==> config.mk <==
export PLATFORM = sky130hd
export DESIGN_NAME = vp8_subpixel_interpolation_filter
export DESIGN_NICKNAME = d
export VERILOG_FILES = /design/src/design/vp8sp_pkg.sv /design/src/design/vp8sp_line_store.sv /design/src/design/vp8sp_tap_filter.sv /design/src/design/vp8_subpixel_interpolation_filter.sv
export SDC_FILE = /design/constraint.sdc
export NUM_CORES = 2
export LEC_CHECK = 0
export ABC_CLOCK_PERIOD_IN_PS = 16100
export BUFFER_PORTS_ARGS = -buffer_cell sky130_fd_sc_hd__buf_2
export CAP_MARGIN = 40
export CORE_MARGIN = 2
export CORE_UTILIZATION = 45
export DETAILED_ROUTE_END_ITERATION = 12
export GPL_TIMING_DRIVEN = 0
export PLACE_DENSITY = 0.64
export SLEW_MARGIN = 30
export SYNTH_ARGS = -nofsm -noshare
export SYNTH_HDL_FRONTEND = slang
export SYNTH_HIERARCHICAL = 1
export SYNTH_SLANG_ARGS = --single-unit
export TNS_END_PERCENT = 100
==> constraint.sdc <==
create_clock -name clk -period 16.1 [get_ports clk]
set_input_delay 3.22 -clock clk [delete_from_list [all_inputs] [get_ports clk]]
set_output_delay 3.22 -clock clk [all_outputs]
set_load 0.05 [all_outputs]
==> src/design/vp8sp_pkg.sv <==
// Shared types, constants and the tap table of the sub-pixel interpolation filter.
package vp8sp_pkg;

	localparam int PIX_W       = 8;
	localparam int PIX_MAX     = 255;
	localparam int TAPS        = 6;
	localparam int FRAC_W      = 3;
	localparam int BW_W        = 5;
	localparam int CFG_IDX_W   = 2;
	localparam int CFG_DATA_W  = 5;
	localparam int COEF_W      = 9;
	localparam int PROD_W      = 18;
	localparam int SUM_W       = 18;
	localparam int ROUND_BIAS  = 64;
	localparam int ROUND_SHIFT = 7;
	localparam int LEAD_SIX    = 5;
	localparam int LEAD_FOUR   = 3;

	typedef enum logic [CFG_IDX_W-1:0] {
		CFG_DIRECTION   = 2'd0,
		CFG_FRAC        = 2'd1,
		CFG_SIX_TAP     = 2'd2,
		CFG_BLOCK_WIDTH = 2'd3
	} cfg_reg_t;

	typedef logic [PIX_W-1:0] pix_t;
	typedef pix_t [TAPS-1:0] pix_set_t;
	typedef logic signed [COEF_W-1:0] coef_t;
	typedef coef_t [TAPS-1:0] coef_set_t;

	// pixels aligned to taps 0..5 plus the row marker
	typedef struct packed {
		pix_set_t pix;
		logic     row_end;
	} filt_in_t;

	// taps listed from tap 5 down to tap 0
	function automatic coef_set_t tap_coefs(input logic [FRAC_W-1:0] frac);
		coef_set_t c;
		case (frac)
			3'd1: c = {coef_t'(0), coef_t'(-1), coef_t'(12), coef_t'(123), coef_t'(-6),
				coef_t'(0)};
			3'd2: c = {coef_t'(1), coef_t'(-8), coef_t'(36), coef_t'(108), coef_t'(-11),
				coef_t'(2)};
			3'd3: c = {coef_t'(0), coef_t'(-6), coef_t'(50), coef_t'(93), coef_t'(-9),
				coef_t'(0)};
			3'd4: c = {coef_t'(3), coef_t'(-16), coef_t'(77), coef_t'(77), coef_t'(-16),
				coef_t'(3)};
			3'd5: c = {coef_t'(0), coef_t'(-9), coef_t'(93), coef_t'(50), coef_t'(-6),
				coef_t'(0)};
			3'd6: c = {coef_t'(2), coef_t'(-11), coef_t'(108), coef_t'(36), coef_t'(-8),
				coef_t'(1)};
			3'd7: c = {coef_t'(0), coef_t'(-6), coef_t'(123), coef_t'(12), coef_t'(-1),
				coef_t'(0)};
			default: c = {coef_t'(0), coef_t'(0), coef_t'(0), coef_t'(128), coef_t'(0),
				coef_t'(0)};
		endcase
		return c;
	endfunction

endpackage

==> src/design/vp8sp_line_store.sv <==
// Column-addressed line store: one word of stored rows per column, read-modify-write with forwarding.
module vp8sp_line_store #(
	parameter int DEPTH = 16,
	parameter int WORD_W = 40,
	localparam int AW = $clog2(DEPTH)
) (
	input  logic              clk,
	input  logic              arst_n,
	input  logic              rd_en,
	input  logic [AW-1:0]     rd_addr,
	output logic [WORD_W-1:0] rd_data,
	input  logic              wr_en,
	input  logic [AW-1:0]     wr_addr,
	input  logic [WORD_W-1:0] wr_data
);

	logic [WORD_W-1:0] mem [DEPTH];
	logic [WORD_W-1:0] rd_q;
	logic [WORD_W-1:0] wb_q;
	logic              fwd_q;

	always_ff @(posedge clk) begin
		if (wr_en) begin
			mem[wr_addr] <= wr_data;
		end
		if (rd_en) begin
			rd_q <= mem[rd_addr];
		end
	end

	// hold the last word written, for a read that raced it
	always_ff @(posedge clk) begin
		if (wr_en) begin
			wb_q <= wr_data;
		end
	end

	always_ff @(posedge clk or negedge arst_n) begin
		if (!arst_n) begin
			fwd_q <= 1'b0;
		end else if (rd_en) begin
			fwd_q <= wr_en && (rd_addr == wr_addr);
		end
	end

	assign rd_data = fwd_q ? wb_q : rd_q;

	// unwritten words hold unknown bits, so compare them exactly
	a_fwd_same_addr: assert property (@(posedge clk) disable iff (!arst_n)
		(rd_en && wr_en && rd_addr == wr_addr) |=> (rd_data === $past(wr_data)))
		else $error("line store read missed a same-column write");

	a_hold_idle: assert property (@(posedge clk) disable iff (!arst_n)
		(!rd_en && !wr_en) |=> (rd_data === $past(rd_data)))
		else $error("line store read data moved without access");

	a_plain_read: assert property (@(posedge clk) disable iff (!arst_n)
		(rd_en && !wr_en) |=> !fwd_q)
		else $error("line store forwarded without a write");

endmodule

==> src/design/vp8sp_tap_filter.sv <==
// Six-tap multiply stage, then sum, round and clamp into the output register.
module vp8sp_tap_filter (
	input  logic                          clk,
	input  logic                          arst_n,
	input  logic                          up_valid,
	output logic                          up_ready,
	input  vp8sp_pkg::filt_in_t           up_item,
	input  logic [vp8sp_pkg::FRAC_W-1:0]  frac_position,
	output logic                          out_valid,
	input  logic                          out_ready,
	output logic [vp8sp_pkg::PIX_W-1:0]   pixel_out,
	output logic                          row_end
);
	import vp8sp_pkg::*;

	coef_set_t                 coef;
	logic signed [PROD_W-1:0]  prod_c [TAPS];
	logic signed [PROD_W-1:0]  prod_s2 [TAPS];
	logic                      valid_s2;
	logic                      end_s2;
	logic signed [SUM_W-1:0]   sum_c;
	logic signed [SUM_W-1:0]   biased;
	logic signed [SUM_W-1:0]   shifted;
	logic [PIX_W-1:0]          pix_c;
	logic                      out_valid_q;
	logic [PIX_W-1:0]          pix_q;
	logic                      end_q;
	logic                      en_out;

	assign coef = tap_coefs(frac_position);

	always_comb begin
		for (int k = 0; k < TAPS; k++) begin
			prod_c[k] = $signed(coef[k]) * $signed({1'b0, up_item.pix[k]});
		end
	end

	assign en_out   = !out_valid_q || out_ready;
	assign up_ready = !valid_s2 || en_out;

	always_ff @(posedge clk or negedge arst_n) begin
		if (!arst_n) begin
			valid_s2 <= 1'b0;
		end else if (up_ready) begin
			valid_s2 <= up_valid;
		end
	end

	always_ff @(posedge clk) begin
		if (up_valid && up_ready) begin
			for (int k = 0; k < TAPS; k++) begin
				prod_s2[k] <= prod_c[k];
			end
			end_s2 <= up_item.row_end;
		end
	end

	always_comb begin
		sum_c = '0;
		for (int k = 0; k < TAPS; k++) begin
			sum_c = sum_c + prod_s2[k];
		end
		biased  = sum_c + SUM_W'(ROUND_BIAS);
		shifted = biased >>> ROUND_SHIFT;
		// clamp negative to zero, overflow to full scale
		if (biased[SUM_W-1]) begin
			pix_c = '0;
		end else if (shifted > SUM_W'(PIX_MAX)) begin
			pix_c = PIX_W'(PIX_MAX);
		end else begin
			pix_c = shifted[PIX_W-1:0];
		end
	end

	always_ff @(posedge clk or negedge arst_n) begin
		if (!arst_n) begin
			out_valid_q <= 1'b0;
		end else if (en_out) begin
			out_valid_q <= valid_s2;
		end
	end

	always_ff @(posedge clk) begin
		if (valid_s2 && en_out) begin
			pix_q <= pix_c;
			end_q <= end_s2;
		end
	end

	assign out_valid = out_valid_q;
	assign pixel_out = pix_q;
	assign row_end   = end_q;

	a_bubble_free: assert property (@(posedge clk) disable iff (!arst_n)
		!out_valid_q |-> up_ready)
		else $error("filter stalled with an empty output register");

	a_stage_hold: assert property (@(posedge clk) disable iff (!arst_n)
		(valid_s2 && !en_out) |=> (valid_s2 && $stable(end_s2)))
		else $error("filter product stage lost a stalled item");

	a_stage_load: assert property (@(posedge clk) disable iff (!arst_n)
		(up_valid && up_ready) |=> valid_s2)
		else $error("filter dropped an accepted item");

endmodule

==> src/design/vp8_subpixel_interpolation_filter.sv <==
// Top level of the VP8 six-tap / four-tap sub-pixel interpolation pass.
//
// Takes one source pixel per cycle and sustains one pixel per cycle in either direction
// unless out_ready holds back the output; an accepted pixel's result is registered after
// the line-store read, the tap products and sum/round/clamp. The horizontal pass slides a
// five-pixel shift line plus the incoming pixel; the vertical pass keeps, per column,
// one word of the five previous rows in a memory of MAX_WIDTH words with one read and
// one write port, read-modified-written one column per pixel, with the pending write
// forwarded when the next pixel hits the same column. Rows are block_width pixels wide
// in the vertical pass, and block_width+5 (six-tap) or block_width+3 (four-tap) in the
// horizontal pass; margin pixels and lead rows give no result. The line store needs no
// clearing after reset: read data is used only after the lead rows have written the column.
// block_start clears the column and row counters, not the stored pixels.
module vp8_subpixel_interpolation_filter #(
	parameter int MAX_WIDTH = 16,
	parameter int STORED_ROWS = 5
) (
	input  logic                              clk,
	input  logic                              arst_n,
	input  logic                              in_valid,
	output logic                              in_ready,
	input  logic [vp8sp_pkg::PIX_W-1:0]       pixel_in,
	input  logic                              block_start,
	output logic                              out_valid,
	input  logic                              out_ready,
	output logic [vp8sp_pkg::PIX_W-1:0]       pixel_out,
	output logic                              row_end,
	input  logic                              cfg_we,
	input  logic [vp8sp_pkg::CFG_IDX_W-1:0]   cfg_index,
	input  logic [vp8sp_pkg::CFG_DATA_W-1:0]  cfg_data
);
	import vp8sp_pkg::*;

	localparam int CW     = $clog2(MAX_WIDTH + LEAD_SIX);
	localparam int AW     = $clog2(MAX_WIDTH);
	localparam int RW     = $clog2(STORED_ROWS + 1);
	localparam int WORD_W = STORED_ROWS * PIX_W;

	// configuration
	logic              direction_q;
	logic [FRAC_W-1:0] frac_q;
	logic              six_tap_q;
	logic [BW_W-1:0]   bw_q;

	// counters and horizontal window
	logic [CW-1:0]     col_cnt_q;
	logic [RW-1:0]     row_cnt_q;
	pix_t              win_q [LEAD_SIX];

	// stage 0 decode
	logic              accept;
	logic [CW-1:0]     eff_col;
	logic [RW-1:0]     eff_row;
	logic [CW-1:0]     lead;
	logic [RW-1:0]     lead_row;
	logic [CW-1:0]     width;
	logic [CW-1:0]     last;
	logic [CW-1:0]     col;
	logic              end0;
	logic              emit0;
	pix_set_t          hpix;

	// stage 1: line-store data arrives
	logic              valid_s1;
	logic              dir_s1;
	logic              emit_s1;
	logic              end_s1;
	pix_t              px_s1;
	logic [AW-1:0]     addr_s1;
	pix_set_t          hpix_s1;
	logic              leave1;
	logic              en1;

	logic [WORD_W-1:0] word;
	pix_set_t          vpix;
	logic              wr_en;
	logic [WORD_W-1:0] wr_data;

	filt_in_t          up_item;
	logic              up_valid;
	logic              up_ready;

	always_ff @(posedge clk or negedge arst_n) begin
		if (!arst_n) begin
			direction_q <= 1'b0;
			frac_q      <= FRAC_W'(1);
			six_tap_q   <= 1'b1;
			bw_q        <= BW_W'(16);
		end else if (cfg_we) begin
			case (cfg_reg_t'(cfg_index))
				CFG_DIRECTION:   direction_q <= cfg_data[0];
				CFG_FRAC:        frac_q      <= cfg_data[FRAC_W-1:0];
				CFG_SIX_TAP:     six_tap_q   <= cfg_data[0];
				CFG_BLOCK_WIDTH: bw_q        <= cfg_data[BW_W-1:0];
				default:         ;
			endcase
		end
	end

	assign accept = in_valid && in_ready;

	always_comb begin
		eff_col  = block_start ? '0 : col_cnt_q;
		eff_row  = block_start ? '0 : row_cnt_q;
		lead     = six_tap_q ? CW'(LEAD_SIX) : CW'(LEAD_FOUR);
		lead_row = six_tap_q ? RW'(LEAD_SIX) : RW'(LEAD_FOUR);
		if (bw_q == '0) begin
			width = CW'(1);
		end else if (int'(bw_q) > MAX_WIDTH) begin
			width = CW'(MAX_WIDTH);
		end else begin
			width = CW'(bw_q);
		end
		last  = direction_q ? width - CW'(1) : width + lead - CW'(1);
		// a counter left past the row end takes the last column
		col   = (eff_col > last) ? last : eff_col;
		end0  = (col >= last);
		emit0 = direction_q ? (eff_row >= lead_row) : (col >= lead);
		if (six_tap_q) begin
			hpix = {pixel_in, win_q[4], win_q[3], win_q[2], win_q[1], win_q[0]};
		end else begin
			hpix = {pix_t'(0), pixel_in, win_q[4], win_q[3], win_q[2], pix_t'(0)};
		end
	end

	always_ff @(posedge clk or negedge arst_n) begin
		if (!arst_n) begin
			col_cnt_q <= '0;
			row_cnt_q <= '0;
		end else if (accept) begin
			col_cnt_q <= end0 ? '0 : col + CW'(1);
			if (direction_q && end0 && eff_row < RW'(STORED_ROWS)) begin
				row_cnt_q <= eff_row + RW'(1);
			end else begin
				row_cnt_q <= eff_row;
			end
		end
	end

	always_ff @(posedge clk or negedge arst_n) begin
		if (!arst_n) begin
			for (int k = 0; k < LEAD_SIX; k++) begin
				win_q[k] <= '0;
			end
		end else if (accept && !direction_q) begin
			for (int k = 0; k < LEAD_SIX - 1; k++) begin
				win_q[k] <= win_q[k+1];
			end
			win_q[LEAD_SIX-1] <= pixel_in;
		end
	end

	// stage 1 advances when empty or when its item moves on
	assign leave1   = valid_s1 && (!emit_s1 || up_ready);
	assign en1      = !valid_s1 || leave1;
	assign in_ready = en1;

	always_ff @(posedge clk or negedge arst_n) begin
		if (!arst_n) begin
			valid_s1 <= 1'b0;
		end else if (en1) begin
			valid_s1 <= in_valid;
		end
	end

	always_ff @(posedge clk) begin
		if (accept) begin
			dir_s1  <= direction_q;
			emit_s1 <= emit0;
			end_s1  <= end0;
			px_s1   <= pixel_in;
			addr_s1 <= col[AW-1:0];
			hpix_s1 <= hpix;
		end
	end

	vp8sp_line_store #(
		.DEPTH  (MAX_WIDTH),
		.WORD_W (WORD_W)
	) u_line_store (
		.clk     (clk),
		.arst_n  (arst_n),
		.rd_en   (accept && direction_q),
		.rd_addr (col[AW-1:0]),
		.rd_data (word),
		.wr_en   (wr_en),
		.wr_addr (addr_s1),
		.wr_data (wr_data)
	);

	always_comb begin
		if (six_tap_q) begin
			for (int k = 0; k < LEAD_SIX; k++) begin
				vpix[k] = word[(STORED_ROWS - LEAD_SIX + k) * PIX_W +: PIX_W];
			end
			vpix[LEAD_SIX] = px_s1;
		end else begin
			vpix[0] = '0;
			for (int k = 0; k < LEAD_FOUR; k++) begin
				vpix[k+1] = word[(STORED_ROWS - LEAD_FOUR + k) * PIX_W +: PIX_W];
			end
			vpix[LEAD_FOUR+1] = px_s1;
			vpix[TAPS-1]      = '0;
		end
	end

	// shift the column's rows, oldest out, new pixel in
	assign wr_en   = leave1 && dir_s1;
	assign wr_data = {px_s1, word[WORD_W-1:PIX_W]};

	assign up_valid        = valid_s1 && emit_s1;
	assign up_item.pix     = dir_s1 ? vpix : hpix_s1;
	assign up_item.row_end = end_s1;

	vp8sp_tap_filter u_tap_filter (
		.clk           (clk),
		.arst_n        (arst_n),
		.up_valid      (up_valid),
		.up_ready      (up_ready),
		.up_item       (up_item),
		.frac_position (frac_q),
		.out_valid     (out_valid),
		.out_ready     (out_ready),
		.pixel_out     (pixel_out),
		.row_end       (row_end)
	);

	a_accept_when_out_free: assert property (@(posedge clk) disable iff (!arst_n)
		!out_valid |-> in_ready)
		else $error("input blocked while the output register is empty");

	a_row_count_sat: assert property (@(posedge clk) disable iff (!arst_n)
		row_cnt_q <= RW'(STORED_ROWS))
		else $error("row counter ran past saturation");

	a_s1_hold: assert property (@(posedge clk) disable iff (!arst_n)
		(valid_s1 && !leave1) |=> (valid_s1 && $stable(addr_s1) && $stable(px_s1)))
		else $error("stalled line-store stage lost its item");

endmodule
== Word level (Yosys, flattened, before mapping) ==
Memory sizes are Yosys's and may differ from the RTL's. A register that Yosys moved wholly into a read port is not among the register bits.
Index checks and enable logic that the tools add are counted.
Storage, ports and cells
  output and inout port bits: 11
  RAM bits: 748
  logic and storage cells: 114
  input port bits: 21
  bits in registers: 175
  memories: 2
Memories
  u_line_store.mem: words 16, bits a word 40, rd ports 1, clocked after Yosys merged registers in 1, wr ports 1, line vp8sp_line_store.sv:17  | logic [WORD_W-1:0] mem [DEPTH];
  u_tap_filter.prod_s2: words 6, bits a word 18, rd ports 6, clocked after Yosys merged registers in 0, wr ports 6, line vp8sp_tap_filter.sv:18  | logic signed [PROD_W-1:0] prod_s2 [TAPS];
Cells by class
  multipliers: 6
  reduce and logical (&&, ||, !) cells: 26
  multiplexer cells: 21
  magnitude comparators: 7
  add/sub/neg operators: 11
  eq/ne operators: 11
Operators by type and width (number)
  47-bit case mux with 7 select lines: 1
  48-bit two-way mux: 2
  18-bit adder: 5
  9-bit by 9-bit multiplier with 18-bit output: 5
  40-bit two-way mux: 2
  5-bit two-way mux: 6
  18-bit by 8-bit adder with 18-bit output, second input constant: 1
  3-bit equality test, second input constant: 4
  3-bit two-way mux: 4
  11-bit by 9-bit > comparator with 1-bit output, second input constant: 1
  1-bit logical AND: 11
  2-bit by 8-bit multiplier with 10-bit output: 1
  5-bit by 1-bit subtractor with 5-bit output, second input constant: 2
  8-bit two-way mux: 1
  2-bit AND reduction: 4
  3-bit by 2-bit equality test with 1-bit output, second input constant: 2
  5-bit by 1-bit adder with 5-bit output, second input constant: 1
  5-bit by 3-bit adder with 5-bit output: 1
  5-bit by 3-bit >= comparator with 1-bit output: 1
  5-bit >= comparator: 1
  5-bit > comparator: 1
  5-bit > comparator, second input constant: 1
  1-bit logical NOT: 5
  5-bit logical NOT: 1
  other kinds (10): 18

== Longest topological paths before layout ==
  depth after elaboration: 12
  depth in mapped cells: 25
  gate-level depth less buffers: 24

== By module ==
The synthesis kept the hierarchy.
By module, submodules not included
  vp8sp_line_store: instances 1, cells each 1314, seq. area each 21645.8 um^2, area an instance 27401.3 um^2
  vp8sp_tap_filter: instances 1, cells each 1508, seq. area each 3113.0 um^2, area an instance 14823.0 um^2
  vp8_subpixel_interpolation_filter: instances 1, cells each 524, seq. area each 3372.0 um^2, area an instance 6279.8 um^2

== Worst setup path after synthesis ==
OpenSTA, ideal clock, no wires.
  path kind: input-to-reg
  start point: in out_ready
  end point: mem u_line_store.mem[0][0] (enable)
  library setup time: 0.487 ns
  cell stages on the path: 5
  path slack: 6.747 ns
  required time: 15.613 ns
  data arrival time: 8.866 ns
  buffers on the path: 0
  cell sequence: nand3b_1 > inv_1 > a21oi_1 > or3b_2 > nor3_1
On the way
  cells in the longest elaborated chain, start to end: 7
Ends and longest elaborated chain
  from (decl): line vp8_subpixel_interpolation_filter.sv:25  | input logic out_ready,
  1-bit logical OR: line vp8sp_tap_filter.sv:38  | assign en_out = !out_valid_q || out_ready;
  1-bit logical OR: line vp8sp_tap_filter.sv:39  | assign up_ready = !valid_s2 || en_out;
  1-bit logical OR: line vp8_subpixel_interpolation_filter.sv:154  | assign leave1 = valid_s1 && (!emit_s1 || up_ready);
  1-bit logical AND: line vp8_subpixel_interpolation_filter.sv:154
  1-bit logical AND: line vp8_subpixel_interpolation_filter.sv:208  | assign wr_en = leave1 && dir_s1;
  net wr_en: line vp8_subpixel_interpolation_filter.sv:76  | logic wr_en;
  1-bit two-way mux: line vp8sp_line_store.sv:23  | if (wr_en) begin
  1-bit two-way mux (not written as such): line vp8sp_line_store.sv:24  | mem[wr_addr] <= wr_data;
  to (decl): line vp8sp_line_store.sv:17
The timed path passes the listed nets, and every way through them passes these cells.

== Final worst setup path ==
  start point: in out_ready
  end point: out in_ready
On the way
  cells in the longest elaborated chain, start to end: 5
Ends and longest elaborated chain
  1-bit logical OR: line vp8sp_tap_filter.sv:38
  1-bit logical OR: line vp8sp_tap_filter.sv:39
  net up_ready: line vp8_subpixel_interpolation_filter.sv:81  | logic up_ready;
  1-bit logical OR: line vp8_subpixel_interpolation_filter.sv:154
  1-bit logical AND: line vp8_subpixel_interpolation_filter.sv:154
  1-bit logical OR: line vp8_subpixel_interpolation_filter.sv:155  | assign en1 = !valid_s1 || leave1;
  to (decl): line vp8_subpixel_interpolation_filter.sv:21  | output logic in_ready,
The timed path passes the listed nets, and every way through them passes these cells.

==> results by group <==
Routing
  – Met1 WL: 48.9 mm
  – Routed Antenna Nets: 0
  – Routed met3 length: roughly 7.9 mm
  – DR vias: between 20000 and 30000
  – DRT iter0 DRCs: 2309
  – Via density: approximately 5.4
  – Drt wl/cell: between 20 and 25 µm
  – Routed wl met2: ~55 mm
  – Final WL: ~110 mm
  – DRC viols: 0
  – Uppermost layer routed: met4
  – Drt pass-1 iters: 6

Clock network
  – H-tree Lvls: 3
  – CTS Buf Count: 97
  – Clock transition at path regs: 0.06 ns
  – Post-CTS Setup Bufs: 0
  – Clock Path Buffers: 3
  – TritonCTS clock tree: built
  – Clock root buffer master: clkbuf_16
  – Worst-Skew Late Latency: roughly 0.67 ns
  – Clock sink count: between 900 and 1000
  – CTS resizes: 0
  – Hold buffer count at cts: 0

Global route
  – GR Overflow Total: 0
  – Pin count of the biggest net entering global routing: 51
  – GRT Util Overall: 0.211
  – Vias in the first global route: roughly 28000
  – First-pass GRT wire length: between 150 and 200 mm
  – Initial antenna violation count: 1

Floorplanning
  – Initial Util: 0.453
  – Row cnt: 120
  – Core area: between 100000 and 150000 µm²
  – Die area: 110000 µm²
  – Chip height: ~330 µm
  – I/O pin total: 32
  – Die Wd: 332 µm

Worst setup path
  – CP Data Arrival Time: ~4 ns
  – Required time of the critical path: 12.88 ns
  – CP Class: in -> out
  – Crit path largest cell delay: approximately 0.26 ns
  – CP bufs+invs: 3
  – Crit path capture type: output port
  – Startpoint Class: primary input
  – CP max FO: 4
  – CP delay by family, top: buffers and inverters
  – CP dominant cell by count: buf_2
  – CP max stage cell: buf_2
  – Crit-path cells: buf_2 -> nand3b_1 -> inv_1 -> nand3_1 -> buf_2

Yosys
  – Synthesis-stage register bit count: 947
  – Seq/Total Area, Yosys: 0.580
  – Synth Flop Type: edfxtp_1
  – Post-Syn Instances: around 3300
  – Syn nets: 3813
  – Async SR Flop Fraction: 0.0655
  – Avg Cell Area, Syn: 14.5 µm²
  – Post-synth EDFFs: ~890
  – Synthesis Warnings: 6
  – Post-Synthesis Cell Area: between 40000 and 50000 µm²
  – Synth unique cells: 76

Timing
  – Max Freq: between 0.1 and 0.15 GHz
  – Final setup margin: just under 9 ns
  – Clock skew: around 0.028 ns
  – Slew HR: 0.339
  – Final period util: 0.452
  – Worst slew pin tran: 0.991 ns
  – Setup TNS: 0 ns
  – Final setup vio count: 0
  – Unrepaired setup endpoints after global routing: no
  – Min Clock Period, post-route: roughly 7.3 ns
  – Final hold vios: 0
  – Final Max Slew Viols: 0

Cells and area
  – # diodes: 0
  – Final Core Density: 0.515
  – Area Growth Syn to Fin: 13.6%
  – Share of layout cells above drive strength 1: 0.145
  – Final #Nets: 4024

Job
  – Max-Cap Viols: 0

Placement
  – IO Port Bufs: 31
  – HPWL Detailed: 84.2 mm
  – GPL Wtd Cong: between 0.8 and 0.9
  – Pre-CTS WS: roughly 8.7 ns

Status
  – Outcome: finished clean

Hold path
  – Worst Hold Class: reg -> reg
[flip-flops by register name, indices dropped and copies added, names as in the netlist]
name	count
addr_s1	4
bw_q	5
col_cnt_q	5
dir_s1	1
direction_q	1
emit_s1	1
end_s1	1
frac_q	3
hpix_s1	48
px_s1	8
row_cnt_q	3
six_tap_q	1
u_line_store/fwd_q	1
u_line_store/mem	640
u_line_store/rd_q	40
u_line_store/wb_q	40
u_tap_filter/end_s2	1
u_tap_filter/out_valid	1
u_tap_filter/pixel_out	8
u_tap_filter/prod_s2	92
u_tap_filter/row_end	1
u_tap_filter/valid_s2	1
valid_s1	1
win_q	40
[path summary, 6_finish.rpt]
kind,from,to,slack [ns],depth (start not counted)
worst min-delay path,end_s1$_DFFE_PP_,u_tap_filter/end_s2$_DFFE_PP_,0.42,0
max in group asynchronous,arst_n,row_cnt_q[0]$_DFFE_PN0P_,13.05,2
worst min register to register,end_s1$_DFFE_PP_,u_tap_filter/end_s2$_DFFE_PP_,0.42,0
min in group asynchronous,arst_n,frac_q[1]$_DFFE_PN0P_,2.51,1
worst max-delay path,out_ready,in_ready,8.82,5
worst max register to register,u_line_store/fwd_q$_DFFE_PN0P_,u_tap_filter/prod_s2[4][15]$_DFFE_PP_,9.01,21
[synthesized netlist by cell type (4+ instances only)]
cell type    n  area (µm²)
edfxtp_1   885       26600
inv_1      426        1600
ha_1       244        3050
fa_1       202        4040
mux2i_1    199        1990
nand2_1    175         657
and2_1     133         832
a22oi_1    127         953
nor2_1     113         424
mux4_2      79        1780
mux2_2      77         867
a21oi_1     75         375
dfrtp_1     59        1480
nand3_1     56         280
xnor2_1     51         447
clkbuf_1    48         180
mux2_1      46         518
nor2b_1     44         275
o21ai_0     43         215
buf_2       37         185
nand2b_1    27         169
nor3_1      22         110
buf_4       19         143
a21o_1      15         113
o21a_1      12        90.1
o21ai_1     12        60.1
xor2_1      11        96.3
buf_6        7        78.8
or3_1        7        43.8
and3_1       6        37.5
nand3b_1     6        45.0
a31oi_1      5        31.3
buf_1        5        18.8
nand4_1      4        25.0
o21bai_1     4        30.0
[layer usage]
metal / up-vias / global-route usage
met5: - / 0
met4: 0 / 0.0593
met3: 132 / 0.0275
met2: 829 / 0.350
met1: 13900 / 0.293
li1: 12400 / -
[worst register-to-register path, stage by stage (launching register included)]
cell      delay, ns
dfrtp_1        0.32
clkbuf_1       0.36
buf_1          0.54
mux2_2         0.61
mux2i_1        0.16
a21oi_1        0.63
nand2_1        0.19
inv_1          0.17
fa_1           0.51
fa_1           0.52
inv_1          0.05
fa_1           0.48
fa_1           0.49
inv_1          0.04
ha_1           0.31
nand2_1        0.08
o21ai_0        0.16
o41ai_1        0.48
o211ai_1       0.21
o21ai_0        0.20
a21oi_1        0.12
xor2_1         0.15
[layout by cell type, fill, tap and decap left out, drive strengths merged, types with 80 or more instances in the layout]
cell    instances
mux2          124
ha            244
fa            202
edfxtp        885
a22oi         127
buf           177
mux2i         201
clkbuf        172
and2          134
nor2          113
mux4           80
nand2         175
inv           434
[stage by stage]
step | area [µm²] | cells | hold WS, ns
floorplan | 48500 | 3346 | 0.400
CTS | 55000 | 5038 | 0.418
global placement | 50400 | 4780 | 0.411
detailed placement | 51800 | 4857 | 0.415
global route | 55100 | 5042 | 0.428
finish | 55100 | 5042 | 0.416
[final cells by class]
| type | instances | area, µm² |
|---|---|---|
| buffer | 116 | 606 |
| clock inverter | 60 | 547 |
| fill | 8911 | 52000 |
| tap | 1403 | 1760 |
| timing repair buffer | 112 | 1460 |
| inverter | 428 | 1610 |
| multi-input combinational | 1855 | 18300 |
| sequential | 947 | 28100 |
| clock buffer | 121 | 2650 |
[cell families (layout without fill, tap and decap cells)]
family / count (synthesis) / after routing / synth area share
buffers and inverters: 544 / 837 / 0.0456
XOR/XNOR: 62 / 62 / 0.0112
flip-flops: 947 / 947 / 0.580
adder cells (fa/ha/maj): 446 / 446 / 0.146
AND/OR/NAND/NOR: 608 / 608 / 0.0622
AO/OA/AOI/OAI: 334 / 334 / 0.0469
multiplexers: 405 / 405 / 0.108
Power is not shown: default switching activity piles up to over one toggle a cycle in this logic, so the estimate is an artifact.
